$ cat config.mk
export PLATFORM = sky130hd
export DESIGN_NAME = nec_ir_frame_decoder
export DESIGN_NICKNAME = d
export VERILOG_FILES = /design/src/rtl/nir_pkg.sv /design/src/rtl/nec_ir_frame_decoder.sv
export SDC_FILE = /design/constraint.sdc
export NUM_CORES = 1
export LEC_CHECK = 0
export BUFFER_PORTS_ARGS = -buffer_cell sky130_fd_sc_hd__buf_2
export CAP_MARGIN = 40
export CORE_ASPECT_RATIO = 0.7
export CORE_MARGIN = 2
export CORE_UTILIZATION = 50
export DETAILED_ROUTE_END_ITERATION = 7
export HOLD_SLACK_MARGIN = 0.02
export PLACE_DENSITY_LB_ADDON = 0.08
export SETUP_SLACK_MARGIN = 0.2
export SLEW_MARGIN = 20
export SYNTH_ARGS = -nofsm -noshare
export SYNTH_HDL_FRONTEND = slang
export SYNTH_SLANG_ARGS = --single-unit
$ cat constraint.sdc
create_clock -name clk_i -period 4.32 [get_ports clk_i]
set_clock_uncertainty 0.2 [all_clocks]
set_input_delay 0.864 -clock clk_i [delete_from_list [all_inputs] [get_ports clk_i]]
set_output_delay 0.864 -clock clk_i [all_outputs]
set_load 0.01 [all_outputs]
$ cat src/rtl/nir_pkg.sv
package nir_pkg;

  typedef enum logic [1:0] {
    PH_IDLE  = 2'd0,
    PH_READ  = 2'd1,
    PH_READY = 2'd2
  } phase_e;

  typedef enum logic [1:0] {
    FUNC_PAIR = 2'd0,
    FUNC_TICK = 2'd1,
    FUNC_READ = 2'd2
  } func_e;

  localparam int unsigned CfgIdxW = 2;
  localparam logic [CfgIdxW-1:0] CFG_EDGE_TIMEOUT  = 2'd0;
  localparam logic [CfgIdxW-1:0] CFG_REPEAT_WINDOW = 2'd1;

  localparam logic [7:0] EDGE_TIMEOUT_RST  = 8'd16;
  localparam logic [7:0] REPEAT_WINDOW_RST = 8'd120;

  localparam int unsigned TickW = 12;

  // Tick windows at 250 ticks per ms (one tick is 4 us).
  localparam logic [TickW-1:0] LEAD_MARK_LO   = 12'd1750;
  localparam logic [TickW-1:0] LEAD_MARK_HI   = 12'd2750;
  localparam logic [TickW-1:0] LEAD_SPACE_LO  = 12'd800;
  localparam logic [TickW-1:0] LEAD_SPACE_HI  = 12'd1500;
  localparam logic [TickW-1:0] RPT_SPACE_LO   = 12'd400;
  localparam logic [TickW-1:0] BIT_MARK_LO    = 12'd90;
  localparam logic [TickW-1:0] BIT_MARK_HI    = 12'd190;
  localparam logic [TickW-1:0] ONE_SPACE_LO   = 12'd375;
  localparam logic [TickW-1:0] ONE_SPACE_HI   = 12'd475;
  localparam logic [TickW-1:0] ZERO_SPACE_LO  = 12'd90;
  localparam logic [TickW-1:0] ZERO_SPACE_HI  = 12'd190;

  localparam logic [5:0] FRAME_BITS = 6'd32;
  localparam logic [8:0] CHECK_SUM  = 9'd255;
  localparam logic [7:0] RPT_MAX    = 8'd255;

endpackage

$ cat src/rtl/nec_ir_frame_decoder.sv
// NEC infrared frame decoder.
// Input channel (in_valid_i / in_ready_o) carries one item per handshake:
// a measured mark/space pair, a 1 ms tick, or a read request (func_i).
// Output channel (out_valid_o / out_ready_i) returns exactly one result
// item per input item, in order: the packet fields when a read request
// finds a ready packet (zeros otherwise) and the decoder phase after it.
// An accepted item is held in the input register, is decoded by short
// compare and shift-in logic, and lands in the result register, from
// which its result is offered. One item is accepted every cycle as long
// as the result register drains.
// When the receiver stalls, the result register holds its item, the input
// register holds the next one, and in_ready_o drops once both are full.
// The two configuration registers are written through cfg_we_i with no
// handshake; they must only change while no item is in flight.
// Reset clears the decoder state and both pipeline valid flags, and loads
// the edge timeout with 16 ms and the repeat window with 120 ms.
module nec_ir_frame_decoder (
  input  logic        clk_i,
  input  logic        rst_ni,
  input  logic        cfg_we_i,
  input  logic [1:0]  cfg_index_i,
  input  logic [7:0]  cfg_wdata_i,
  input  logic        in_valid_i,
  output logic        in_ready_o,
  input  logic [1:0]  func_i,
  input  logic [11:0] mark_ticks_i,
  input  logic [11:0] space_ticks_i,
  output logic        out_valid_o,
  input  logic        out_ready_i,
  output logic        packet_valid_o,
  output logic [7:0]  address_o,
  output logic [7:0]  command_o,
  output logic [7:0]  repeat_count_o,
  output logic [1:0]  phase_o
);

  // Configuration.
  logic [7:0] edge_timeout_q, repeat_window_q;

  // Input register.
  logic        s1_valid_q;
  logic [1:0]  s1_func_q;
  logic [11:0] s1_mark_q, s1_space_q;

  // Decoder state.
  nir_pkg::phase_e phase_q, phase_d;
  logic [5:0] bits_q, bits_d;
  logic [7:0] addr_q, addr_d;
  logic [7:0] cmd_q, cmd_d;
  logic [7:0] cmd_inv_q, cmd_inv_d;
  logic [7:0] rpt_q, rpt_d;
  logic       rpt_allowed_q, rpt_allowed_d;
  logic       armed_q, armed_d;
  logic [7:0] count_q, count_d;

  // Result register.
  logic       out_valid_q;
  logic       res_pkt_d, res_pkt_q;
  logic [7:0] res_addr_d, res_addr_q;
  logic [7:0] res_cmd_d, res_cmd_q;
  logic [7:0] res_rpt_d, res_rpt_q;
  logic [1:0] res_phase_q;

  logic adv, fire;

  assign adv        = !out_valid_q || out_ready_i;
  assign fire       = s1_valid_q && adv;
  assign in_ready_o = !s1_valid_q || adv;

  always_ff @(posedge clk_i or negedge rst_ni) begin
    if (!rst_ni) begin
      edge_timeout_q  <= nir_pkg::EDGE_TIMEOUT_RST;
      repeat_window_q <= nir_pkg::REPEAT_WINDOW_RST;
    end else if (cfg_we_i) begin
      case (cfg_index_i)
        nir_pkg::CFG_EDGE_TIMEOUT:  edge_timeout_q  <= cfg_wdata_i;
        nir_pkg::CFG_REPEAT_WINDOW: repeat_window_q <= cfg_wdata_i;
        default: ;
      endcase
    end
  end

  always_ff @(posedge clk_i or negedge rst_ni) begin
    if (!rst_ni) begin
      s1_valid_q <= 1'b0;
    end else if (in_ready_o) begin
      s1_valid_q <= in_valid_i;
    end
  end

  always_ff @(posedge clk_i) begin
    if (in_ready_o && in_valid_i) begin
      s1_func_q  <= func_i;
      s1_mark_q  <= mark_ticks_i;
      s1_space_q <= space_ticks_i;
    end
  end

  always_comb begin
    logic       lead_mark, bit_mark;
    logic [2:0] pos;
    logic [7:0] mask;
    logic [8:0] sum;

    phase_d       = phase_q;
    bits_d        = bits_q;
    addr_d        = addr_q;
    cmd_d         = cmd_q;
    cmd_inv_d     = cmd_inv_q;
    rpt_d         = rpt_q;
    rpt_allowed_d = rpt_allowed_q;
    armed_d       = armed_q;
    count_d       = count_q;
    res_pkt_d     = 1'b0;
    res_addr_d    = '0;
    res_cmd_d     = '0;
    res_rpt_d     = '0;

    lead_mark = (s1_mark_q > nir_pkg::LEAD_MARK_LO) && (s1_mark_q < nir_pkg::LEAD_MARK_HI);
    bit_mark  = (s1_mark_q > nir_pkg::BIT_MARK_LO) && (s1_mark_q < nir_pkg::BIT_MARK_HI);
    pos       = bits_q[2:0];
    mask      = 8'd1 << pos;
    sum       = '0;

    case (nir_pkg::func_e'(s1_func_q))
      nir_pkg::FUNC_PAIR: begin
        if (phase_q != nir_pkg::PH_READY) begin
          if (s1_mark_q == '0) begin
            phase_d = nir_pkg::PH_IDLE;
            bits_d = '0; addr_d = '0; cmd_d = '0; cmd_inv_d = '0; rpt_d = '0;
            rpt_allowed_d = 1'b0; armed_d = 1'b0; count_d = '0;
          end else begin
            armed_d = 1'b1;
            count_d = edge_timeout_q;
            if (s1_space_q != '0) begin
              if (lead_mark) begin
                if ((s1_space_q > nir_pkg::LEAD_SPACE_LO) &&
                    (s1_space_q < nir_pkg::LEAD_SPACE_HI)) begin
                  bits_d = '0; addr_d = '0; cmd_d = '0; cmd_inv_d = '0; rpt_d = '0;
                  phase_d = nir_pkg::PH_READ;
                end else if ((s1_space_q > nir_pkg::RPT_SPACE_LO) &&
                             (s1_space_q <= nir_pkg::LEAD_SPACE_LO)) begin
                  if (rpt_allowed_q && (phase_q == nir_pkg::PH_IDLE)) begin
                    if (rpt_q != nir_pkg::RPT_MAX) rpt_d = rpt_q + 8'd1;
                    phase_d = nir_pkg::PH_READY;
                    count_d = repeat_window_q;
                  end else begin
                    phase_d = nir_pkg::PH_IDLE;
                    bits_d = '0; addr_d = '0; cmd_d = '0; cmd_inv_d = '0; rpt_d = '0;
                    rpt_allowed_d = 1'b0; armed_d = 1'b0; count_d = '0;
                  end
                end
              end else if (bit_mark) begin
                if ((phase_q == nir_pkg::PH_READ) &&
                    (((s1_space_q > nir_pkg::ONE_SPACE_LO) &&
                      (s1_space_q < nir_pkg::ONE_SPACE_HI)) ||
                     ((s1_space_q > nir_pkg::ZERO_SPACE_LO) &&
                      (s1_space_q < nir_pkg::ZERO_SPACE_HI)))) begin
                  if (s1_space_q > nir_pkg::ONE_SPACE_LO) begin
                    if (bits_q < 6'd8) addr_d = addr_q | mask;
                    else if (bits_q >= 6'd16 && bits_q < 6'd24) cmd_d = cmd_q | mask;
                    else if (bits_q >= 6'd24) cmd_inv_d = cmd_inv_q | mask;
                  end
                  bits_d = bits_q + 6'd1;
                  if (bits_d == nir_pkg::FRAME_BITS) begin
                    sum = {1'b0, cmd_d} + {1'b0, cmd_inv_d};
                    if (sum == nir_pkg::CHECK_SUM) begin
                      bits_d = '0;
                      phase_d = nir_pkg::PH_READY;
                      rpt_allowed_d = 1'b1;
                      count_d = repeat_window_q;
                    end else begin
                      phase_d = nir_pkg::PH_IDLE;
                      bits_d = '0; addr_d = '0; cmd_d = '0; cmd_inv_d = '0; rpt_d = '0;
                      rpt_allowed_d = 1'b0; armed_d = 1'b0; count_d = '0;
                    end
                  end
                end
              end else begin
                phase_d = nir_pkg::PH_IDLE;
                bits_d = '0; addr_d = '0; cmd_d = '0; cmd_inv_d = '0; rpt_d = '0;
                rpt_allowed_d = 1'b0; armed_d = 1'b0; count_d = '0;
              end
            end
          end
        end
      end
      nir_pkg::FUNC_TICK: begin
        if (armed_q) begin
          if (count_q > 8'd1) begin
            count_d = count_q - 8'd1;
          end else begin
            count_d = '0;
            armed_d = 1'b0;
            if (phase_q == nir_pkg::PH_READY) begin
              rpt_allowed_d = 1'b0;
            end else begin
              phase_d = nir_pkg::PH_IDLE;
              bits_d = '0; addr_d = '0; cmd_d = '0; cmd_inv_d = '0; rpt_d = '0;
              rpt_allowed_d = 1'b0;
            end
          end
        end
      end
      nir_pkg::FUNC_READ: begin
        if (phase_q == nir_pkg::PH_READY) begin
          res_pkt_d  = 1'b1;
          res_addr_d = addr_q;
          res_cmd_d  = cmd_q;
          res_rpt_d  = rpt_q;
          phase_d    = nir_pkg::PH_IDLE;
        end
      end
      default: ;
    endcase
  end

  always_ff @(posedge clk_i or negedge rst_ni) begin
    if (!rst_ni) begin
      phase_q       <= nir_pkg::PH_IDLE;
      bits_q        <= '0;
      addr_q        <= '0;
      cmd_q         <= '0;
      cmd_inv_q     <= '0;
      rpt_q         <= '0;
      rpt_allowed_q <= 1'b0;
      armed_q       <= 1'b0;
      count_q       <= '0;
    end else if (fire) begin
      phase_q       <= phase_d;
      bits_q        <= bits_d;
      addr_q        <= addr_d;
      cmd_q         <= cmd_d;
      cmd_inv_q     <= cmd_inv_d;
      rpt_q         <= rpt_d;
      rpt_allowed_q <= rpt_allowed_d;
      armed_q       <= armed_d;
      count_q       <= count_d;
    end
  end

  always_ff @(posedge clk_i or negedge rst_ni) begin
    if (!rst_ni) begin
      out_valid_q <= 1'b0;
    end else if (adv) begin
      out_valid_q <= s1_valid_q;
    end
  end

  always_ff @(posedge clk_i) begin
    if (fire) begin
      res_pkt_q   <= res_pkt_d;
      res_addr_q  <= res_addr_d;
      res_cmd_q   <= res_cmd_d;
      res_rpt_q   <= res_rpt_d;
      res_phase_q <= phase_d;
    end
  end

  assign out_valid_o    = out_valid_q;
  assign packet_valid_o = res_pkt_q;
  assign address_o      = res_addr_q;
  assign command_o      = res_cmd_q;
  assign repeat_count_o = res_rpt_q;
  assign phase_o        = res_phase_q;

  // A delivered packet always leaves the decoder idle.
  a_pkt_idle: assert property (@(posedge clk_i) disable iff (!rst_ni)
    out_valid_o && packet_valid_o |-> phase_o == nir_pkg::PH_IDLE)
    else $error("packet result without idle phase");

  // A disarmed timer never keeps a stale countdown.
  a_timer_clear: assert property (@(posedge clk_i) disable iff (!rst_ni)
    !armed_q |-> count_q == '0)
    else $error("countdown left while timer disarmed");

  // The bit counter wraps at the end of every frame.
  a_bits_range: assert property (@(posedge clk_i) disable iff (!rst_ni)
    bits_q < nir_pkg::FRAME_BITS)
    else $error("bit counter beyond frame length");

  // Reading bits is only entered through a leader, which clears the repeats.
  a_read_rpt: assert property (@(posedge clk_i) disable iff (!rst_ni)
    phase_q == nir_pkg::PH_READ |-> rpt_q == '0)
    else $error("repeat count kept while reading a frame");

  // Decoder state moves only when an item is processed.
  a_state_hold: assert property (@(posedge clk_i) disable iff (!rst_ni)
    !fire |=> $stable(phase_q) && $stable(bits_q) && $stable(rpt_q))
    else $error("decoder state changed without an item");

endmodule
==> impl_metrics.yaml, run 1 <==
critical_path:
  startpoint_type: "register"
  path_max_fanout: 4
  crit_required_ps: 4400
  critPathKind: "register to register"
  end_kind: "register"
  worstPathArrival_ps: 4080
cells_and_area:
  fill_cells: 1017
  area_growth_pct: 22.9
  diodes: 0
  drive_gt1_frac: 0.260
  final_area_mm2: 0.00795
  num-nets-final: 809
drt:
  wl_per_cell_um: 17.5
  drt-pass1-iter-count: 5
  viasPerCell: 5.88
  drc_errors: 0
  vias: 5434
  drt-initial-drc-count: 501
  ant_nets: 0
  drt-total-wl_um: 16200
die:
  rows: 34
  die_h_um: 99.2
  io_pins: 70
  dieArea_mm2: 0.0139
  start_util: 0.517
  fp.dieW_um: 140
  core_mm2: 0.0125
sta:
  min_period_ps: 3990
  relSlewSlack: 0.496
  slew_violations: 0
  whs_ps: 201
  fin_tns_setup_ps: 0
  grt_setup_unrepaired: "no"
  setup_violations: 0
  post-route-period-util: 0.924
  worstMarginPinSlew_ps: 753
  hold_viol: 0
  fmax_mhz: 250
  fin_ws_ps: 326
placed_design:
  place_hpwl_um: 11900
  pre_cts_slack_ps: 49.5
  routabilityCongestion: 0.990
  io_buffer_count: 69
  placed_area_mm2: 0.00720
pwr:
  p_sw_mw: 0.858
  p_total_mw: 3.20
  p_int_mw: 2.35
  seq_power_share: 0.431
  switching_share: 0.268
  p_leak_nw: 3.48
  clkPwrFrac: 0.439
  p_comb_frac: 0.129
  peakVddDrop_mv: 0.277
  power_density_mw_per_mm2: 403
global_routing:
  grt_pass1_wl_um: 26700
  grt_usage: 0.243
  grt_start_max_net_pins: 52
  antenna_found_initial: 0
  grt_pass1_vias: 5137
  grt_overflow: 0
clock_tree:
  cts-root-buf: "clkbuf_16"
  numCtsBuffers: 17
  cts_tree: "built"
  htree_levels: 4
  postCtsHoldBufs: 0
  cts.path.max_buffers: 2
  cts.clk_slew.worst_paths_ps: 60
  cts.sinks: 121
  worstSkewPairLatency_ps: 420
yosys:
  ys_top_cells_by_area: "edfxtp_1, dfrtp_1, o21ai_0"
  ys.flop_type: "dfrtp_1"
  synth.distinct_cells: 70
  yosys_warnings: 0
  syn_nets: 704
  async_flop_share: 0.562
  synth_commonest_cells: "dfrtp_1, nand2_1, o21ai_0, edfxtp_1, inv_1"
  synth-edff-count: 53
  ys_seq_area_frac: 0.510
  synth_seq_cells: 121
  yosys.area.top_type: "edfxtp_1"
  postSynthAreaPerCell_um2: 10.0
  synth_top_area_frac: 0.246
  syn_area_mm2: 0.00647
  syn_inst: 644
min_path:
  hold_class: "input port to async pin"
flow_run:
  maxCapViolCount: 0
status:
  outcome: "finished clean"
[final timing paths]
check	cells after the start	end	from	slack, ps
setup reg to reg	17	phase_o[1]	s1_space_q[4]	330
hold reg to reg	2	cmd_inv_q[6]	cmd_inv_q[6]	280
min in group clk_i	2	cmd_inv_q[6]	cmd_inv_q[6]	280
setup / recovery	17	phase_o[1]	s1_space_q[4]	330
hold / removal	1	rpt_q[2]	rst_ni	200
max in group asynchronous	2	addr_q[1]	rst_ni	2670
[flip-flops by register name (all words and copies together), names as in the netlist, 6 cells and up]
signal	flops
command_o	8
repeat_window_q	8
addr_q	8
edge_timeout_q	8
address_o	8
cmd_q	8
cmd_inv_q	8
rpt_q	8
repeat_count_o	8
count_q	8
s1_mark_q	12
bits_q	6
s1_space_q	12
[per-layer routing]
layer	share of wire	global-route usage	vias up
met3	0.069	0.0520	13
li1	-	-	2606
met5	0	0	-
met2	0.43	0.352	214
met1	0.50	0.372	2601
met4	0.0076	0.0638	0
[cell usage in the layout, fill, tap and decap left out, types with 5 or more instances in the layout]
cell type / n
ha_1: 17
a21oi_1: 30
inv_1: 48
nand2b_1: 10
dfrtp_1: 63
nor4_1: 7
and3_1: 30
buf_4: 33
nor3b_1: 5
nor2b_1: 8
nand4_1: 9
o22ai_1: 13
nand2_1: 63
clkbuf_16: 17
o21ai_0: 51
nand3_1: 11
edfxtp_1: 53
buf_2: 69
dfstp_2: 5
nand3b_1: 6
nor3_1: 13
o21ai_1: 6
o31ai_1: 5
a31oi_1: 15
mux2_2: 17
and2_1: 9
nor2_1: 34
[timing repair]
item | CTS | global route
gates resized for setup | 3 | 29
pin swaps | 2 | 12
buffers inserted | 2 | 3
setup endpoints to repair | 15 | 42
[per-stage QoR]
stage	utilization	cells
global placement	0.572	884
detailed placement	0.576	887
CTS	0.625	921
floorplan	-	644
global route	0.636	924
finish	0.636	924
[worst max-delay path, cell delays in order, from the launching register on]
cell       delay [ps]
edfxtp_1          420
a41oi_2           220
nor2b_2            80
nand2b_4          160
and3_4            200
a21oi_2           130
inv_1              60
ha_2              170
inv_1              60
fa_1              400
or3b_4            400
a2111oi_4         330
nand4_1           200
buf_6             170
nor4_4            330
buf_4             180
o31ai_2            60
nand2_1            80
[power by group through the flow]
| stage | logic, mW | clock network (mW) | registers, mW |
|---|---|---|---|
| 2_1_floorplan | 0.259 | 0 | 1.39 |
| 3_3_place_gp | 0.383 | 0 | 1.40 |
| 3_5_place_dp | 0.403 | 0 | 1.40 |
| 4_1_cts | 0.405 | 1.43 | 1.38 |
| 5_1_grt | 0.468 | 1.48 | 1.40 |
| 6_report | 0.414 | 1.41 | 1.38 |
[cells by family after synthesis]
| group | Yosys count | synth area share |
|---|---|---|
| and+or+nand+nor | 238 | 0.200 |
| DFF | 121 | 0.510 |
| AOI/OAI and AO/OA | 176 | 0.174 |
| adders and majority gates | 19 | 0.0379 |
| buffers and inverters | 68 | 0.0412 |
| xor gates and xnor gates | 4 | 0.00542 |
| muxes | 18 | 0.0311 |
[cell type report]
type	count	area, µm²	share of cell area
clock buffers	19	443	0.0557
repair buffers	106	649	0.0817
inverters	48	180	0.0227
well taps	162	203	0.0255
flip-flops and latches	121	3300	0.415
multi-input cells	455	3030	0.381
clock inverters	13	144	0.0181
No activity file was read; power rests on OpenSTA's default activity.
==> inputs of run 2 (changes only) <==
- CELL_PAD_IN_SITES_DETAIL_PLACEMENT: unset -> 1
- CELL_PAD_IN_SITES_GLOBAL_PLACEMENT: unset -> 1
- GPL_ROUTABILITY_DRIVEN: unset -> 0
- clock period: 4.32 -> 4.7 ns (I/O delays scaled with it)
==> impl_metrics.yaml, run 2 (synthesized netlist as in run 1, its figures left out) <==
sta:
  post-route-period-util: 0.950
  relSlewSlack: 0.424
  fin_tns_setup_ps: 0
  grt_setup_unrepaired: "yes"
  worstMarginPinSlew_ps: 862
  min_period_ps: 4460
  setup_violations: 0
  slew_violations: 0
  hold_viol: 0
  fmax_mhz: 224
drt:
  drt-initial-drc-count: 436
  viasPerCell: 6.33
  wl_per_cell_um: 22.5
  drt-total-wl_um: 20500
  ant_nets: 0
  drc_errors: 0
  drt-pass1-iter-count: 5
  vias: 5785
min_path:
  hold_class: "register to register"
  whs_path_depth: 2
  hold_end: "cmd_inv_q[5]"
  min_from: "cmd_inv_q[5]"
cells_and_area:
  final_area_mm2: 0.00783
  reg_top3: "s1_mark_q (12), s1_space_q (12)"
  final_cell_mix: "buf_2, nand2_1, dfrtp_1"
  area_growth_pct: 21.1
  num-nets-final: 799
  diodes: 0
  fill_cells: 1371
  mostFrequentLayoutCell: "buf_2"
  drive_gt1_frac: 0.235
global_routing:
  grt_overflow: 0
  antenna_found_initial: 0
  grt_pass1_vias: 5708
  grt_start_max_net_pins: 46
  grt_pass1_wl_um: 31700
  grt_usage: 0.295
critical_path:
  timing.critical_path.from: "s1_space_q[4]"
  crit_required_ps: 4820
  end_kind: "register"
  r2r-start: "s1_space_q[4]"
  critPathKind: "register to register"
  startpoint_type: "register"
  reg2reg_to: "count_q[2]"
  cp_top_family: "simple AND/OR/NAND/NOR gates"
  worstPathCellList: "a41oi_1 -> nor2b_1 -> nand2b_2 -> and3_1 -> a21oi_1 -> inv_1 -> ha_1 -> inv_1 -> fa_1 -> or3b_1 -> a2111oi_2 -> nand4_1 -> buf_4 -> nor4_4 -> a21oi_1 -> a211oi_1"
  path_max_fanout: 6
  ff2ff_path_depth: 16
  path_buf_inv: 3
  worstPathArrival_ps: 4580
  rrSetupSlack_ps: 240
  cp_slowest_stage_delay_ps: 460
  slowest_stage: "edfxtp_1"
die:
  dieArea_mm2: 0.0139
  rows: 34
  die_h_um: 99.2
  io_pins: 70
  fp.dieW_um: 140
  core_mm2: 0.0125
  start_util: 0.517
placed_design:
  placed_area_mm2: 0.00708
  place_hpwl_um: 14100
  io_buffer_count: 69
clock_tree:
  htree_levels: 4
  numCtsBuffers: 17
  cts.clk_slew.worst_paths_ps: 60
  worstSkewPairLatency_ps: 430
  cts.sinks: 121
  cts_tree: "built"
  cts-root-buf: "clkbuf_16"
  cts.path.max_buffers: 2
pwr:
  p_comb_frac: 0.132
  p_leak_nw: 3.44
  clkPwrFrac: 0.442
  switching_share: 0.283
  p_sw_mw: 0.853
  seq_power_share: 0.426
  peakVddDrop_mv: 0.308
  p_int_mw: 2.16
  power_density_mw_per_mm2: 385
flow_run:
  maxCapViolCount: 0
status:
  outcome: "finished clean"
[run 2: worst max path at each step]
| stage | to | cells after the start |
|---|---|---|
| 2_1_floorplan | addr_q[0] | 16 |
| 3_3_place_gp | addr_q[3] | 15 |
| 3_5_place_dp | count_q[2] | 16 |
| 4_1_cts | cmd_inv_q[4] | 15 |
| 5_1_grt | count_q[2] | 16 |
| 6_report | count_q[2] | 16 |
[run 2: worst register-to-register path: cells and delay by family, from the launching register on]
kind,cells,cell delay (ps)
DFF,1,460
AOI/OAI and AO/OA,5,1260
adders and majority gates,2,620
buffers and inverters,3,350
and+or+nand+nor,6,1480
[run 2: metal layers]
metal  track usage  wire length [µm]  share of wire
met3        0.0626              1550          0.075
met5             0                 0              0
met4        0.0954               427          0.021
met1         0.423              9180           0.45
met2         0.453              9380           0.46
[run 2: what timing repair did]
item	CTS	global route
setup endpoints to repair	15	44
pin swaps	2	3
hold buffers	0	0
gates resized for setup	1	11
buffers inserted	1	12
cloned	0	0
[run 2: final cells by class]
| class | instances | area, µm² | share of cell area |
|---|---|---|---|
| clock buffers | 23 | 532 | 0.0679 |
| clock inverters | 9 | 72.6 | 0.00927 |
| inverters | 48 | 180 | 0.0230 |
| multi-input cells | 455 | 2960 | 0.377 |
| flip-flops and latches | 121 | 3300 | 0.421 |
| well taps | 162 | 203 | 0.0259 |
| repair buffers | 96 | 591 | 0.0754 |
[run 2: per-stage QoR]
step / std cells / hold WS (ps) / util / total power, mW / setup WS [ps]
2_1_floorplan: 644 / 250 / - / 1.52 / 623
3_3_place_gp: 865 / 262 / 0.561 / 1.63 / 483
3_5_place_dp: 869 / 271 / 0.566 / 1.68 / 217
4_1_cts: 902 / 284 / 0.616 / 3.00 / 205
5_1_grt: 914 / 332 / 0.626 / 3.11 / 17.8
6_report: 914 / 283 / 0.626 / 3.02 / 236
[run 2: power groups by stage]
stage / sequential, mW / clock, mW / combinational (mW)
after global routing: 1.29 / 1.38 / 0.438
after global placement: 1.29 / 0 / 0.339
after CTS: 1.28 / 1.34 / 0.383
final: 1.28 / 1.33 / 0.399
after detailed placement: 1.30 / 0 / 0.375
after floorplan: 1.28 / 0 / 0.238
==> inputs of run 3 (changes only) <==
- clock period: 4.7 -> 5.75 ns (I/O delays scaled with it)
==> impl_metrics.yaml, run 3 (synthesized netlist as in run 1, its figures left out) <==
drt:
  viasPerCell: 6.29
  drt-pass1-iter-count: 6
  drc_errors: 0
  drt-initial-drc-count: 449
  vias: 5641
  wl_per_cell_um: 21.1
  ant_nets: 0
  drt-total-wl_um: 18900
clock_tree:
  cts_tree: "built"
  cts.repair.resized: 0
  cts_setup_buffers: 0
  cts.sinks: 121
  numCtsBuffers: 17
  cts-root-buf: "clkbuf_16"
  htree_levels: 4
  cts.path.max_buffers: 2
  postCtsHoldBufs: 0
  worstSkewPairLatency_ps: 420
  cts.clk_slew.worst_paths_ps: 60
cells_and_area:
  mostFrequentLayoutCell: "buf_2"
  final_cell_mix: "buf_2, nand2_1, dfrtp_1"
  area_growth_pct: 18.6
  fin_cells: 897
  reg_top3: "s1_mark_q (12), s1_space_q (12)"
  diodes: 0
  postLayoutCoreUtil: 0.614
  drive_gt1_frac: 0.205
  num-nets-final: 782
min_path:
  hold_class: "register to register"
critical_path:
  crit_required_ps: 5870
  worstPathArrival_ps: 5230
  end_kind: "register"
  startpoint_type: "register"
  critPathKind: "register to register"
  path_max_fanout: 8
sta:
  relSlewSlack: 0.488
  setup_violations: 0
  min_period_ps: 5110
  worstMarginPinSlew_ps: 767
  grt_setup_unrepaired: "no"
  slew_violations: 0
  hold_viol: 0
  fin_tns_setup_ps: 0
  post-route-period-util: 0.889
  fmax_mhz: 196
status:
  outcome: "finished clean"
global_routing:
  grt_start_max_net_pins: 45
  grt_overflow: 0
  grt_usage: 0.282
  grt_pass1_wl_um: 30500
  grt_pass1_vias: 5704
  antenna_found_initial: 0
die:
  fp.dieW_um: 140
  die_h_um: 99.2
  core_mm2: 0.0125
  io_pins: 70
  dieArea_mm2: 0.0139
  start_util: 0.517
  rows: 34
flow_run:
  maxCapViolCount: 0
pwr:
  p_leak_nw: 3.35
  power_density_mw_per_mm2: 325
  peakVddDrop_mv: 0.236
placed_design:
  io_buffer_count: 69
  placed_cells: 865
  place_hpwl_um: 13700
## run 3: cell types whose count changed in the layout (fill, tap and decap cells not counted), moves of 2 or more
cell,delta
buf_4,-19
bufinv_16,+4
clkbuf_16,-3
clkbuf_8,-2
clkinv_1,+2
nor3_1,+2
## run 3: critical path: stages (launching register included)
cell and delay, ps:
edfxtp_1 450, nor3_1 450, nor2b_1 520, nor2_1 160, a21oi_1 370, fa_1 460, or3b_1 410, a2111oi_0 330
nand4_1 350, o21bai_1 580, nand4_1 430, o21ai_0 310
## run 3: routing by layer
metal	vias to the layer above	GRT usage	wire length, µm
li1	2542	-	-
met1	2828	0.402	8530
met2	242	0.444	8840
met3	29	0.0549	1300
met4	0	0.0869	260
met5	-	0	0
## run 3: final timing paths
kind                                start  depth (start not counted)  slack (ps)           end
max                        s1_space_q[10]                         11         640  cmd_inv_q[1]
min                          cmd_inv_q[2]                          2         280  cmd_inv_q[2]
max reg2reg                s1_space_q[10]                         11         640  cmd_inv_q[1]
min reg2reg                  cmd_inv_q[2]                          2         280  cmd_inv_q[2]
max in group asynchronous          rst_ni                          2        3770     addr_q[3]
min in group asynchronous          rst_ni                          1         540   out_valid_o
## run 3: area by class of cell
type | instances | area, µm²
Clock buffer | 17 | 425
Clock inverter | 15 | 196
Fill cell | 1394 | 4830
Inverter | 48 | 180
Multi-Input combinational cell | 455 | 2910
Sequential cell | 121 | 3300
Tap cell | 162 | 203
Timing Repair Buffer | 79 | 463
## run 3: metrics by stage
stage | hold slack, ps | power [mW] | area (µm²) | setup WS [ps]
after floorplan | 250 | 1.24 | 6470 | 1670
after global placement | 262 | 1.33 | 6970 | 1130
after detailed placement | 272 | 1.36 | 7050 | 766
after CTS | 285 | 2.50 | 7680 | 698
after global routing | 325 | 2.58 | 7680 | 352
final | 283 | 2.50 | 7680 | 636
## run 3: where the power goes
group | total (mW) | leakage (nW) | internal (mW) | switching (mW)
sequential | 1.05 | 1.41 | 0.985 | 0.0643
clock | 1.14 | 0.300 | 0.726 | 0.410
combinational | 0.310 | 1.64 | 0.118 | 0.192
